## src/sv/pdr_pkg.sv

```systemverilog
package pdr_pkg;

  localparam int unsigned PC_W = 4;
  localparam int unsigned ATAN_IDX_W = 5;

  localparam logic [23:0] PERIOD_RESET = 24'd167772;

  // Start value of the rotation: the reciprocal of the gain of an endless CORDIC, Q0.30.
  localparam logic [29:0] CORDIC_GAIN = 30'd652032874;

  // One radian in binary-angle units, round(2^32 / (2*pi)).
  localparam logic [29:0] TURN_PER_RAD = 30'd683565276;

  localparam logic [31:0] ATAN_TURNS [32] = '{
    32'h20000000, 32'h12E4051E, 32'h09FB385B, 32'h051111D4,
    32'h028B0D43, 32'h0145D7E1, 32'h00A2F61E, 32'h00517C55,
    32'h0028BE53, 32'h00145F2F, 32'h000A2F98, 32'h000517CC,
    32'h00028BE6, 32'h000145F3, 32'h0000A2FA, 32'h0000517D,
    32'h000028BE, 32'h0000145F, 32'h00000A30, 32'h00000518,
    32'h0000028C, 32'h00000146, 32'h000000A3, 32'h00000051,
    32'h00000029, 32'h00000014, 32'h0000000A, 32'h00000005,
    32'h00000003, 32'h00000001, 32'h00000001, 32'h00000000
  };

  // Program step addresses.
  localparam logic [PC_W-1:0] PC_IDLE   = 4'd0;
  localparam logic [PC_W-1:0] PC_ROT    = 4'd1;
  localparam logic [PC_W-1:0] PC_MUL_VC = 4'd2;
  localparam logic [PC_W-1:0] PC_MUL_XT = 4'd3;
  localparam logic [PC_W-1:0] PC_ADD_X  = 4'd4;
  localparam logic [PC_W-1:0] PC_MUL_VS = 4'd5;
  localparam logic [PC_W-1:0] PC_MUL_YT = 4'd6;
  localparam logic [PC_W-1:0] PC_ADD_Y  = 4'd7;
  localparam logic [PC_W-1:0] PC_MUL_WT = 4'd8;
  localparam logic [PC_W-1:0] PC_MUL_LK = 4'd9;
  localparam logic [PC_W-1:0] PC_MUL_HK = 4'd10;
  localparam logic [PC_W-1:0] PC_HDG    = 4'd11;
  localparam logic [PC_W-1:0] PC_OUT    = 4'd12;

  typedef enum logic [3:0] {
    OP_LOAD,
    OP_ROT,
    OP_MUL_VC,
    OP_MUL_VS,
    OP_MUL_ST,
    OP_ADD_X,
    OP_ADD_Y,
    OP_MUL_WT,
    OP_MUL_LK,
    OP_MUL_HK,
    OP_HDG,
    OP_OUT
  } pdr_op_e;

  typedef enum logic [1:0] {
    SEQ_NEXT,
    SEQ_WAIT_IN,
    SEQ_LOOP,
    SEQ_WAIT_OUT
  } pdr_seq_e;

  typedef struct packed {
    pdr_op_e             op;
    pdr_seq_e            seq;
    logic [PC_W-1:0]     target;
  } pdr_uword_t;

  typedef struct packed {
    logic in_fire;
    logic out_free;
  } pdr_cond_t;

  typedef struct packed {
    pdr_op_e               op;
    logic [ATAN_IDX_W-1:0] iter;
  } pdr_ctrl_t;

  typedef struct packed {
    logic signed [31:0] linear_velocity;
    logic signed [31:0] angular_rate;
  } pdr_in_t;

  typedef struct packed {
    logic signed [47:0] pos_x;
    logic signed [47:0] pos_y;
    logic [31:0]        heading;
  } pdr_out_t;

endpackage

```

## src/sv/pdr_useq.sv

```systemverilog
module pdr_useq #(
  parameter int unsigned TRIG_ITERATIONS = 24
) (
  input  logic               clk_i,
  input  logic               rst_ni,
  input  pdr_pkg::pdr_cond_t cond_i,
  output pdr_pkg::pdr_ctrl_t ctrl_o
);

  localparam int unsigned ITER_W = $clog2(TRIG_ITERATIONS);

  logic [pdr_pkg::PC_W-1:0] pc_q, pc_d;
  logic [ITER_W-1:0]        cnt_q, cnt_d;
  pdr_pkg::pdr_uword_t      uw;
  logic                     last;

  function automatic pdr_pkg::pdr_uword_t urom(input logic [pdr_pkg::PC_W-1:0] pc);
    pdr_pkg::pdr_uword_t w;
    w = '{op: pdr_pkg::OP_LOAD, seq: pdr_pkg::SEQ_WAIT_IN, target: pdr_pkg::PC_ROT};
    unique case (pc)
      pdr_pkg::PC_IDLE: begin
        w = '{op: pdr_pkg::OP_LOAD, seq: pdr_pkg::SEQ_WAIT_IN, target: pdr_pkg::PC_ROT};
      end
      pdr_pkg::PC_ROT: begin
        w = '{op: pdr_pkg::OP_ROT, seq: pdr_pkg::SEQ_LOOP, target: pdr_pkg::PC_MUL_VC};
      end
      pdr_pkg::PC_MUL_VC: begin
        w = '{op: pdr_pkg::OP_MUL_VC, seq: pdr_pkg::SEQ_NEXT, target: pdr_pkg::PC_IDLE};
      end
      pdr_pkg::PC_MUL_XT: begin
        w = '{op: pdr_pkg::OP_MUL_ST, seq: pdr_pkg::SEQ_NEXT, target: pdr_pkg::PC_IDLE};
      end
      pdr_pkg::PC_ADD_X: begin
        w = '{op: pdr_pkg::OP_ADD_X, seq: pdr_pkg::SEQ_NEXT, target: pdr_pkg::PC_IDLE};
      end
      pdr_pkg::PC_MUL_VS: begin
        w = '{op: pdr_pkg::OP_MUL_VS, seq: pdr_pkg::SEQ_NEXT, target: pdr_pkg::PC_IDLE};
      end
      pdr_pkg::PC_MUL_YT: begin
        w = '{op: pdr_pkg::OP_MUL_ST, seq: pdr_pkg::SEQ_NEXT, target: pdr_pkg::PC_IDLE};
      end
      pdr_pkg::PC_ADD_Y: begin
        w = '{op: pdr_pkg::OP_ADD_Y, seq: pdr_pkg::SEQ_NEXT, target: pdr_pkg::PC_IDLE};
      end
      pdr_pkg::PC_MUL_WT: begin
        w = '{op: pdr_pkg::OP_MUL_WT, seq: pdr_pkg::SEQ_NEXT, target: pdr_pkg::PC_IDLE};
      end
      pdr_pkg::PC_MUL_LK: begin
        w = '{op: pdr_pkg::OP_MUL_LK, seq: pdr_pkg::SEQ_NEXT, target: pdr_pkg::PC_IDLE};
      end
      pdr_pkg::PC_MUL_HK: begin
        w = '{op: pdr_pkg::OP_MUL_HK, seq: pdr_pkg::SEQ_NEXT, target: pdr_pkg::PC_IDLE};
      end
      pdr_pkg::PC_HDG: begin
        w = '{op: pdr_pkg::OP_HDG, seq: pdr_pkg::SEQ_NEXT, target: pdr_pkg::PC_IDLE};
      end
      pdr_pkg::PC_OUT: begin
        w = '{op: pdr_pkg::OP_OUT, seq: pdr_pkg::SEQ_WAIT_OUT, target: pdr_pkg::PC_IDLE};
      end
      default: begin
        w = '{op: pdr_pkg::OP_LOAD, seq: pdr_pkg::SEQ_WAIT_IN, target: pdr_pkg::PC_ROT};
      end
    endcase
    return w;
  endfunction

  assign uw   = urom(pc_q);
  assign last = (cnt_q == ITER_W'(TRIG_ITERATIONS - 1));

  always_comb begin
    unique case (uw.seq)
      pdr_pkg::SEQ_NEXT:     pc_d = pdr_pkg::PC_W'(pc_q + 1'b1);
      pdr_pkg::SEQ_WAIT_IN:  pc_d = cond_i.in_fire ? uw.target : pc_q;
      pdr_pkg::SEQ_LOOP:     pc_d = last ? uw.target : pc_q;
      pdr_pkg::SEQ_WAIT_OUT: pc_d = cond_i.out_free ? uw.target : pc_q;
      default:               pc_d = pdr_pkg::PC_IDLE;
    endcase
  end

  // The loop counter counts rotation rounds and rests at zero elsewhere.
  assign cnt_d = (uw.op == pdr_pkg::OP_ROT && !last) ? ITER_W'(cnt_q + 1'b1) : '0;

  always_ff @(posedge clk_i or negedge rst_ni) begin
    if (!rst_ni) begin
      pc_q  <= pdr_pkg::PC_IDLE;
      cnt_q <= '0;
    end else begin
      pc_q  <= pc_d;
      cnt_q <= cnt_d;
    end
  end

  assign ctrl_o.op   = uw.op;
  assign ctrl_o.iter = pdr_pkg::ATAN_IDX_W'(cnt_q);

  a_pc_in_program: assert property (@(posedge clk_i) disable iff (!rst_ni)
    pc_q <= pdr_pkg::PC_OUT)
    else $error("step counter left the program");

  a_rot_count: assert property (@(posedge clk_i) disable iff (!rst_ni)
    (uw.op == pdr_pkg::OP_ROT && !last)
      |=> (uw.op == pdr_pkg::OP_ROT && cnt_q == ITER_W'($past(cnt_q) + 1'b1)))
    else $error("rotation loop skipped or repeated a round");

  a_cnt_rests: assert property (@(posedge clk_i) disable iff (!rst_ni)
    (uw.op != pdr_pkg::OP_ROT) |-> (cnt_q == '0))
    else $error("loop counter not at zero outside the rotation loop");

endmodule

```

## src/sv/pose_dead_reckoning_integrator.sv

```systemverilog
// Channel  Direction  Handshake              Beat
// in       input      in_valid_i/in_stall_o  pdr_in_t: linear velocity, angular rate
// out      output     out_valid_o/out_stall_i pdr_out_t: x, y, heading
// cfg      input      cfg_valid_i/cfg_ready_o sample period, Q0.24
//
// An item runs through one load step, one step per CORDIC round in the shared shift-add
// unit, ten multiply and add steps around the one 34x34 multiplier, and one step that
// hands the result to the output register; the input is stalled until that step is done.
// A waiting result does not block the next input beat; only the final step waits on out_stall_i.
// Reset clears the pose to zero and loads the default sample period.
module pose_dead_reckoning_integrator #(
  parameter int unsigned TRIG_ITERATIONS = 24
) (
  input  logic             clk_i,
  input  logic             rst_ni,
  input  logic             in_valid_i,
  output logic             in_stall_o,
  input  pdr_pkg::pdr_in_t in_data_i,
  output logic             out_valid_o,
  input  logic             out_stall_i,
  output pdr_pkg::pdr_out_t out_data_o,
  input  logic             cfg_valid_i,
  output logic             cfg_ready_o,
  input  logic [23:0]      cfg_data_i
);

  pdr_pkg::pdr_ctrl_t ctrl;
  pdr_pkg::pdr_cond_t cond;

  logic in_fire, out_free, out_load, mul_en;

  logic [23:0]        period_q;
  logic signed [47:0] x_q, x_d;
  logic signed [47:0] y_q, y_d;
  logic [31:0]        hdg_q, hdg_d;

  logic signed [31:0] v_q, w_q;
  logic signed [33:0] cx_q, cy_q, cz_q;
  logic               flip_q;
  logic signed [67:0] prod_q, prod_d;
  logic signed [33:0] aux_q, aux_d;

  logic signed [33:0] op_a, op_b, c_val, s_val, dx, dy, atan;
  logic [31:0]        fold_add, za;
  logic               fold_flip;
  logic [39:0]        hsum;

  pdr_pkg::pdr_out_t  out_q;
  logic               out_valid_q;

  pdr_useq #(
    .TRIG_ITERATIONS(TRIG_ITERATIONS)
  ) u_useq (
    .clk_i (clk_i),
    .rst_ni(rst_ni),
    .cond_i(cond),
    .ctrl_o(ctrl)
  );

  assign in_stall_o    = (ctrl.op != pdr_pkg::OP_LOAD);
  assign in_fire       = in_valid_i && !in_stall_o;
  assign out_free      = !out_valid_q || !out_stall_i;
  assign out_load      = (ctrl.op == pdr_pkg::OP_OUT) && out_free;
  assign cond.in_fire  = in_fire;
  assign cond.out_free = out_free;
  assign cfg_ready_o   = 1'b1;

  function automatic logic signed [47:0] sat_add(input logic signed [47:0] pos,
                                                  input logic signed [39:0] inc);
    logic signed [49:0] sum;
    sum = 50'(pos) + 50'(inc);
    if (sum[49:47] == 3'b000 || sum[49:47] == 3'b111) begin
      return sum[47:0];
    end else if (sum[49]) begin
      return {1'b1, {47{1'b0}}};
    end else begin
      return {1'b0, {47{1'b1}}};
    end
  endfunction

  // Fold the heading into the right half plane; the half turn is undone by negating.
  assign fold_add  = hdg_q + 32'h4000_0000;
  assign fold_flip = fold_add[31];
  assign za        = fold_flip ? (hdg_q ^ 32'h8000_0000) : hdg_q;

  assign c_val = flip_q ? -cx_q : cx_q;
  assign s_val = flip_q ? -cy_q : cy_q;
  assign dx    = cy_q >>> ctrl.iter;
  assign dy    = cx_q >>> ctrl.iter;
  assign atan  = 34'(pdr_pkg::ATAN_TURNS[ctrl.iter]);

  always_comb begin
    op_a   = '0;
    op_b   = '0;
    mul_en = 1'b0;
    aux_d  = aux_q;
    case (ctrl.op)
      pdr_pkg::OP_MUL_VC: begin
        op_a   = 34'(v_q);
        op_b   = c_val;
        mul_en = 1'b1;
      end
      pdr_pkg::OP_MUL_VS: begin
        op_a   = 34'(v_q);
        op_b   = s_val;
        mul_en = 1'b1;
      end
      pdr_pkg::OP_MUL_ST: begin
        // Speed is the velocity-trig product floored by 2^30.
        op_a   = prod_q[63:30];
        op_b   = {10'b0, period_q};
        mul_en = 1'b1;
      end
      pdr_pkg::OP_MUL_WT: begin
        op_a   = 34'(w_q);
        op_b   = {10'b0, period_q};
        mul_en = 1'b1;
      end
      pdr_pkg::OP_MUL_LK: begin
        // Low word of w*T times the constant; keep the signed high part for the next step.
        op_a   = {2'b0, prod_q[31:0]};
        op_b   = {4'b0, pdr_pkg::TURN_PER_RAD};
        aux_d  = 34'($signed(prod_q[55:32]));
        mul_en = 1'b1;
      end
      pdr_pkg::OP_MUL_HK: begin
        op_a   = aux_q;
        op_b   = {4'b0, pdr_pkg::TURN_PER_RAD};
        aux_d  = {4'b0, prod_q[61:32]};
        mul_en = 1'b1;
      end
      default: begin
        mul_en = 1'b0;
      end
    endcase
  end

  assign prod_d = op_a * op_b;

  // Heading step is bits 71:40 of the full product, rebuilt from the two partial products.
  assign hsum = prod_q[39:0] + 40'(aux_q);

  always_comb begin
    x_d   = x_q;
    y_d   = y_q;
    hdg_d = hdg_q;
    case (ctrl.op)
      pdr_pkg::OP_ADD_X: x_d   = sat_add(x_q, prod_q[63:24]);
      pdr_pkg::OP_ADD_Y: y_d   = sat_add(y_q, prod_q[63:24]);
      pdr_pkg::OP_HDG:   hdg_d = hdg_q + hsum[39:8];
      default: begin
        x_d = x_q;
      end
    endcase
  end

  always_ff @(posedge clk_i or negedge rst_ni) begin
    if (!rst_ni) begin
      period_q    <= pdr_pkg::PERIOD_RESET;
      x_q         <= '0;
      y_q         <= '0;
      hdg_q       <= '0;
      out_valid_q <= 1'b0;
    end else begin
      if (cfg_valid_i && cfg_ready_o) begin
        period_q <= cfg_data_i;
      end
      x_q   <= x_d;
      y_q   <= y_d;
      hdg_q <= hdg_d;
      if (out_load) begin
        out_valid_q <= 1'b1;
      end else if (!out_stall_i) begin
        out_valid_q <= 1'b0;
      end
    end
  end

  always_ff @(posedge clk_i) begin
    if (in_fire) begin
      v_q    <= in_data_i.linear_velocity;
      w_q    <= in_data_i.angular_rate;
      cx_q   <= 34'(pdr_pkg::CORDIC_GAIN);
      cy_q   <= '0;
      cz_q   <= 34'($signed(za));
      flip_q <= fold_flip;
    end else if (ctrl.op == pdr_pkg::OP_ROT) begin
      if (!cz_q[33]) begin
        cx_q <= cx_q - dx;
        cy_q <= cy_q + dy;
        cz_q <= cz_q - atan;
      end else begin
        cx_q <= cx_q + dx;
        cy_q <= cy_q - dy;
        cz_q <= cz_q + atan;
      end
    end
    if (mul_en) begin
      prod_q <= prod_d;
    end
    aux_q <= aux_d;
    if (out_load) begin
      out_q.pos_x   <= x_q;
      out_q.pos_y   <= y_q;
      out_q.heading <= hdg_q;
    end
  end

  assign out_valid_o = out_valid_q;
  assign out_data_o  = out_q;

  a_busy_after_accept: assert property (@(posedge clk_i) disable iff (!rst_ni)
    in_fire |=> in_stall_o)
    else $error("input beat taken while an update is still running");

  a_fold_range: assert property (@(posedge clk_i) disable iff (!rst_ni)
    in_fire |=> (cz_q[33:30] == 4'b0000 || cz_q[33:30] == 4'b1111))
    else $error("folded angle outside the right half plane");

  a_result_matches_pose: assert property (@(posedge clk_i) disable iff (!rst_ni)
    out_load |=> (out_q.pos_x == x_q && out_q.pos_y == y_q && out_q.heading == hdg_q))
    else $error("result register does not match the stored pose");

endmodule

```

## config.mk

```make
export PLATFORM = sky130hd
export DESIGN_NAME = pose_dead_reckoning_integrator
export DESIGN_NICKNAME = d
export VERILOG_FILES = /design/src/sv/pdr_pkg.sv /design/src/sv/pdr_useq.sv /design/src/sv/pose_dead_reckoning_integrator.sv
export SDC_FILE = /design/constraint.sdc
export NUM_CORES = 2
export LEC_CHECK = 0
export BUFFER_PORTS_ARGS = -buffer_cell sky130_fd_sc_hd__buf_4
export CORE_ASPECT_RATIO = 0.8
export CORE_MARGIN = 2
export CORE_UTILIZATION = 54
export CTS_BUF_LIST = sky130_fd_sc_hd__clkbuf_4
export DETAILED_ROUTE_END_ITERATION = 12
export PLACE_DENSITY = 0.71
export SETUP_SLACK_MARGIN = 0.02
export SLEW_MARGIN = 20
export SYNTH_ARGS = -nofsm -noshare
export SYNTH_HDL_FRONTEND = slang
export SYNTH_HIERARCHICAL = 1
export SYNTH_SLANG_ARGS = --single-unit
```

## constraint.sdc

```tcl
create_clock -name clk_i -period 27.5 [get_ports clk_i]
set_input_delay 4.125 -clock clk_i [delete_from_list [all_inputs] [get_ports clk_i]]
set_output_delay 4.125 -clock clk_i [all_outputs]
set_load 0.1 [all_outputs]
```

### Word-level counts from Yosys, hierarchy flattened

Memory sizes are Yosys's and may differ from the RTL's.
Cells that the tools add are included.

* bits in registers: 555
* ROM bits: 1152
* input port bits: 93
* output and inout bits: 131
* logic and storage cells: 108
* memories kept: 2

* add/sub/neg operators: 15
* $mul: 1
* order comparisons: 1
* equality and inequality tests: 21
* shifts and indexed selects: 2
* mux-type cells: 25
* bitwise operators: 2
* reductions and logical operators: 21

Memory list
* (no name shown): depth 32, bits a word 32, read ports 1, clocked after memory_dff 0, write ports 0, line pose_dead_reckoning_integrator.sv:90 `assign atan = 34'(pdr_pkg::ATAN_TURNS[ctrl.iter]);`
* (no name shown): depth 16, bits a word 8, read ports 1, clocked after memory_dff 0, write ports 0, line pdr_useq.sv:20 `unique case (pc)`

Operator list (count)
* two-way mux 34 bit: 7
* two-way mux 48 bit: 4
* case mux 34 bit (5 select lines): 1
* case mux 34 bit (4 select lines): 1
* adder 48 x 40 -> 49 bit: 2
* two-way mux 32 bit: 3
* adder 34 bit: 2
* negator 34 bit: 2
* case mux 34 bit (2 select lines): 1
* >>> shifter 34 x 5 -> 34 bit: 2
* subtractor 34 bit: 2
* multiplier 34 x 34 -> 64 bit: 1
* adder 40 bit: 1
* adder 34 x 33 -> 34 bit: 1
* subtractor 34 x 33 -> 34 bit: 1
* adder 32 x 31 -> 32 bit (second input constant): 1
* adder 32 bit: 1
* equality test 4 x 3 -> 1 bit (second input constant): 4
* equality test 4 bit (second input constant): 4
* case mux 4 bit (4 select lines): 1
* two-way mux 4 bit: 3
* equality test 4 x 2 -> 1 bit (second input constant): 2
* equality test 3 bit (second input constant): 2
* >= comparator 6 bit (second input constant): 1
* other kinds (22): 38

### Longest topological paths before layout

* word-level depth: 8
* mapped depth: 43
* gate-level depth less buffers: 39

### Hierarchy

Netlist, hierarchy kept.

By module, submodules not included
* pose_dead_reckoning_integrator: times used 1, cells an instance 8813, area each 79739.0 sq um, sequential area each 14871.8 sq um
* pdr_useq: times used 1, cells an instance 69, area each 724.4 sq um, sequential area each 225.2 sq um

### Worst setup path before layout

No wires, ideal clock.

* path kind: input port to flip-flop
* start: in out_stall_i
* end: reg out_q, in the netlist out_data_o[0] (enable)
* library setup time: 0.798 ns
* arrival time: 13.541 ns
* required time: 26.702 ns
* slack: 13.161 ns
* cell stages on the path: 2
* buffers on the path: 0
* cells stage by stage: nand2_1 nor3b_1

* longest elaborated chain between the ends: 3

RTL lines
* start: declaration: line pose_dead_reckoning_integrator.sv:20 `input logic out_stall_i,`
* logical NOT 1 bit
* logical OR 1 bit: line pose_dead_reckoning_integrator.sv:62 `assign out_free = !out_valid_q || !out_stall_i;`
* logical AND 1 bit: line pose_dead_reckoning_integrator.sv:63 `assign out_load = (ctrl.op == pdr_pkg::OP_OUT) && out_free;`
* net out_load: line pose_dead_reckoning_integrator.sv:30 `logic in_fire, out_free, out_load, mul_en;`
* end: declaration: line pose_dead_reckoning_integrator.sv:48 `pdr_pkg::pdr_out_t out_q;`

The timed path passes the listed nets, and every way through them passes these cells.
A chain may end at the register's enable or synchronous reset.

==> impl_metrics.py <==
metrics = {
    "yosys": {
        "syn-cell-area_um2": 80500,
        "synthFlopType": "edfxtp_1",
        "yosysWarnings": 6,
        "ys_seq_area_frac": 0.188,
        "synth.top_cell.area_share": 0.298,
        "synth_area_per_cell_um2": 9.06,
        "synth_cells": 8882,
        "synth-seq-cells": 552,
        "yosysTopAreaCell": "fa_1",
        "synth_edf_count": 322,
        "yosys.cell_types.count": 107,
        "async_flop_share": 0.293,
        "syn_nets": 10700,
        "synth_top_cells_by_area": "fa_1 (30%), edfxtp_1 (12%), ha_1 (7.4%), inv_1 (6.4%), nand2_1 (5.8%)",
    },
    "sta": {
        "whs_ns": 0.441,
        "period_share": 0.462,
        "hold_violations": 0,
        "fmax_ghz": 0.0788,
        "worst_pin_slew_ns": 1.18,
        "final-setup-viol-count": 0,
        "setup-tns-final_ns": 0,
        "grt_setup_unrepaired": "no",
        "min_period_ns": 12.69,
        "drv_slew": 0,
        "fin_skew_ns": 0.110,
        "relSlewSlack": 0.217,
    },
    "min_path": {
        "hold_end": "out_data_o[113]",
        "min_from": "x_q[33]",
        "hold_depth": 0,
        "hold_path_class": "reg2reg",
    },
    "floorplanning": {
        "die_h_um": 349,
        "boundaryPins": 224,
        "rows": 126,
        "die-area_um2": 152000,
        "core_area_um2": 148000,
        "initial_core_util": 0.545,
        "die_x_um": 436,
    },
    "detailed_routing": {
        "ant_nets": 0,
        "drt_iter0_markers": 7465,
        "post_drt_wl_per_cell_um": 24.4,
        "wirelength_um": 270000,
        "avgViaCountPerCell": 6.04,
        "vias": 66800,
        "drt-pass1-iter-count": 6,
        "drc": 0,
    },
    "placed_design": {
        "place.gp.congestion": 0.998,
        "numPlacedInstances": 10800,
        "dpl_cell_area_um2": 83900,
        "hpwlAfterDp_um": 210000,
        "numPortBuffers": 222,
    },
    "cells_and_area": {
        "n_fill_cell": 13000,
        "layout_common_cells": "inv_1 (1373), nand2_1 (1252), fa_1 (1198)",
        "final_nets": 10700,
        "stdcell_area_um2": 86100,
        "drive_gt1_frac": 0.0937,
        "syn_to_final_growth_pct": 7.04,
        "layout.cells.non_filler": 11100,
        "layout.cells.most_common": "inv_1",
    },
    "clock_network": {
        "clkSlewWorstSetupHoldPaths_ns": 0.07,
        "post-cts-setup-buffer-count": 0,
        "numClockSinks": 552,
        "cts_buffer_depth": 3,
        "cts.htree.levels": 4,
        "cts_hold_buf": 0,
        "numCtsBuffers": 153,
        "cts_resized": 0,
        "cts-root-buf": "clkbuf_4",
        "tritoncts": "built",
        "clock_latency_ns": 1.20,
    },
    "global_routing": {
        "track_usage": 0.357,
        "grt_pass1_wl_um": 411000,
        "antenna_found_initial": 9,
        "grt_pass1_vias": 67600,
        "grt_max_degree": 92,
        "grt_overflow_total": 0,
    },
    "status": {
        "status": "completed",
    },
    "worst_setup_path": {
        "criticalPathCategory": "reg2reg",
        "cp-start-kind": "flip-flop",
        "cp.arrival_ns": 13.63,
        "rr_endpoint": "prod_q[60]",
        "path_common_cell": "fa_1",
        "r2r_slack_ns": 14.81,
        "cpPeakStageDelay_ns": 0.92,
        "reg2reg_depth": 35,
        "slowest_stage": "o31ai_1",
        "r2r-start": "u_useq/pc_q[0]",
        "worstSetupEndpointType": "flip-flop",
        "cp.required_ns": 28.43,
        "critPathMaxFanout": 35,
    },
    "flow_run": {
        "cap_viol_max_count": 0,
    },
}
layout make-up:
type	instances	area [µm²]	share of cell area
Multi-Input combinational cell	6499	58500	0.679
Antenna cell	13	32.5	0.000378
Inverter	1379	5180	0.0601
Clock buffer	231	1730	0.0201
Clock inverter	50	398	0.00462
Sequential cell	552	15100	0.175
Timing Repair Buffer	357	2700	0.0313
Tap cell	1984	2480	0.0288
cells by family (layout without fill, tap and decap cells):
| family | after synthesis | in the layout | synth area share |
|---|---|---|---|
| xor+xnor | 452 | 452 | 0.0492 |
| fa+ha+maj | 1678 | 1678 | 0.373 |
| other cells | 1 | 14 | 0.0000466 |
| compound gates | 1468 | 1468 | 0.116 |
| buf+inv | 1831 | 2017 | 0.0886 |
| mux | 196 | 196 | 0.0399 |
| flops | 552 | 552 | 0.188 |
| simple gates | 2704 | 2704 | 0.146 |
worst max-delay path by stage:
stage	from	endpoint	slack (ns)
2_1_floorplan	out_stall_i	out_data_o[0]	13.16
4_1_cts	u_useq/pc_q[0]	prod_q[60]	15.18
5_1_grt	u_useq/pc_q[0]	prod_q[60]	14.45
3_3_place_gp	u_useq/pc_q[0]	prod_q[63]	15.29
6_report	u_useq/pc_q[0]	prod_q[60]	14.81
3_5_place_dp	u_useq/pc_q[0]	prod_q[60]	15.20
per-stage QoR:
step,utilization,setup WS (ns)
5_1_grt,0.583,14.45
6_report,0.583,14.81
4_1_cts,0.583,15.18
3_5_place_dp,0.568,15.20
3_3_place_gp,0.568,15.29
2_1_floorplan,-,13.16
state kept, by name (all words and copies together) (netlist names):
| name | count |
|---|---|
| hdg_q | 32 |
| v_q | 32 |
| u_useq/pc_q | 4 |
| aux_q | 31 |
| w_q | 32 |
| cy_q | 34 |
| x_q | 48 |
| out_data_o | 128 |
| prod_q | 64 |
| cx_q | 34 |
| flip_q | 1 |
| y_q | 48 |
| cz_q | 34 |
| u_useq/cnt_q | 5 |
| out_valid_o | 1 |
| period_q | 24 |
cells in the mapped netlist, types with 58 or more instances:
cell / count
o21a_1: 63
mux2i_1: 58
edfxtp_1: 322
dfxtp_1: 68
dfrtp_1: 152
a21oi_1: 355
o21ai_0: 396
ha_1: 479
xnor2_1: 251
nand3_1: 112
clkbuf_1: 378
fa_1: 1198
nor2_1: 800
and2_1: 78
nor3_1: 89
nand2_1: 1254
a21o_1: 167
xor2_1: 201
mux4_2: 75
inv_1: 1375
nand2b_1: 64
worst max-delay path: cells and delay by family, from the launching register on:
family	cells	cell delay (ns)
adder cells (fa/ha/maj)	10	4.72
AO/OA/AOI/OAI	7	2.93
buffers and inverters	9	1.83
AND/OR/NAND/NOR	8	1.76
multiplexers	1	0.70
flip-flops	1	0.46
per-layer routing:
metal	up-vias	routed length, µm	track usage	share of wire
met3	776	30800	0.0919	0.11
met2	3710	119000	0.544	0.44
met1	33300	103000	0.470	0.38
met5	-	33	0	0.00012
li1	29000	-	-	-
met4	4	16800	0.187	0.062
Power is not shown: default switching activity piles up to over one toggle a cycle in this logic, so the estimate is an artifact.
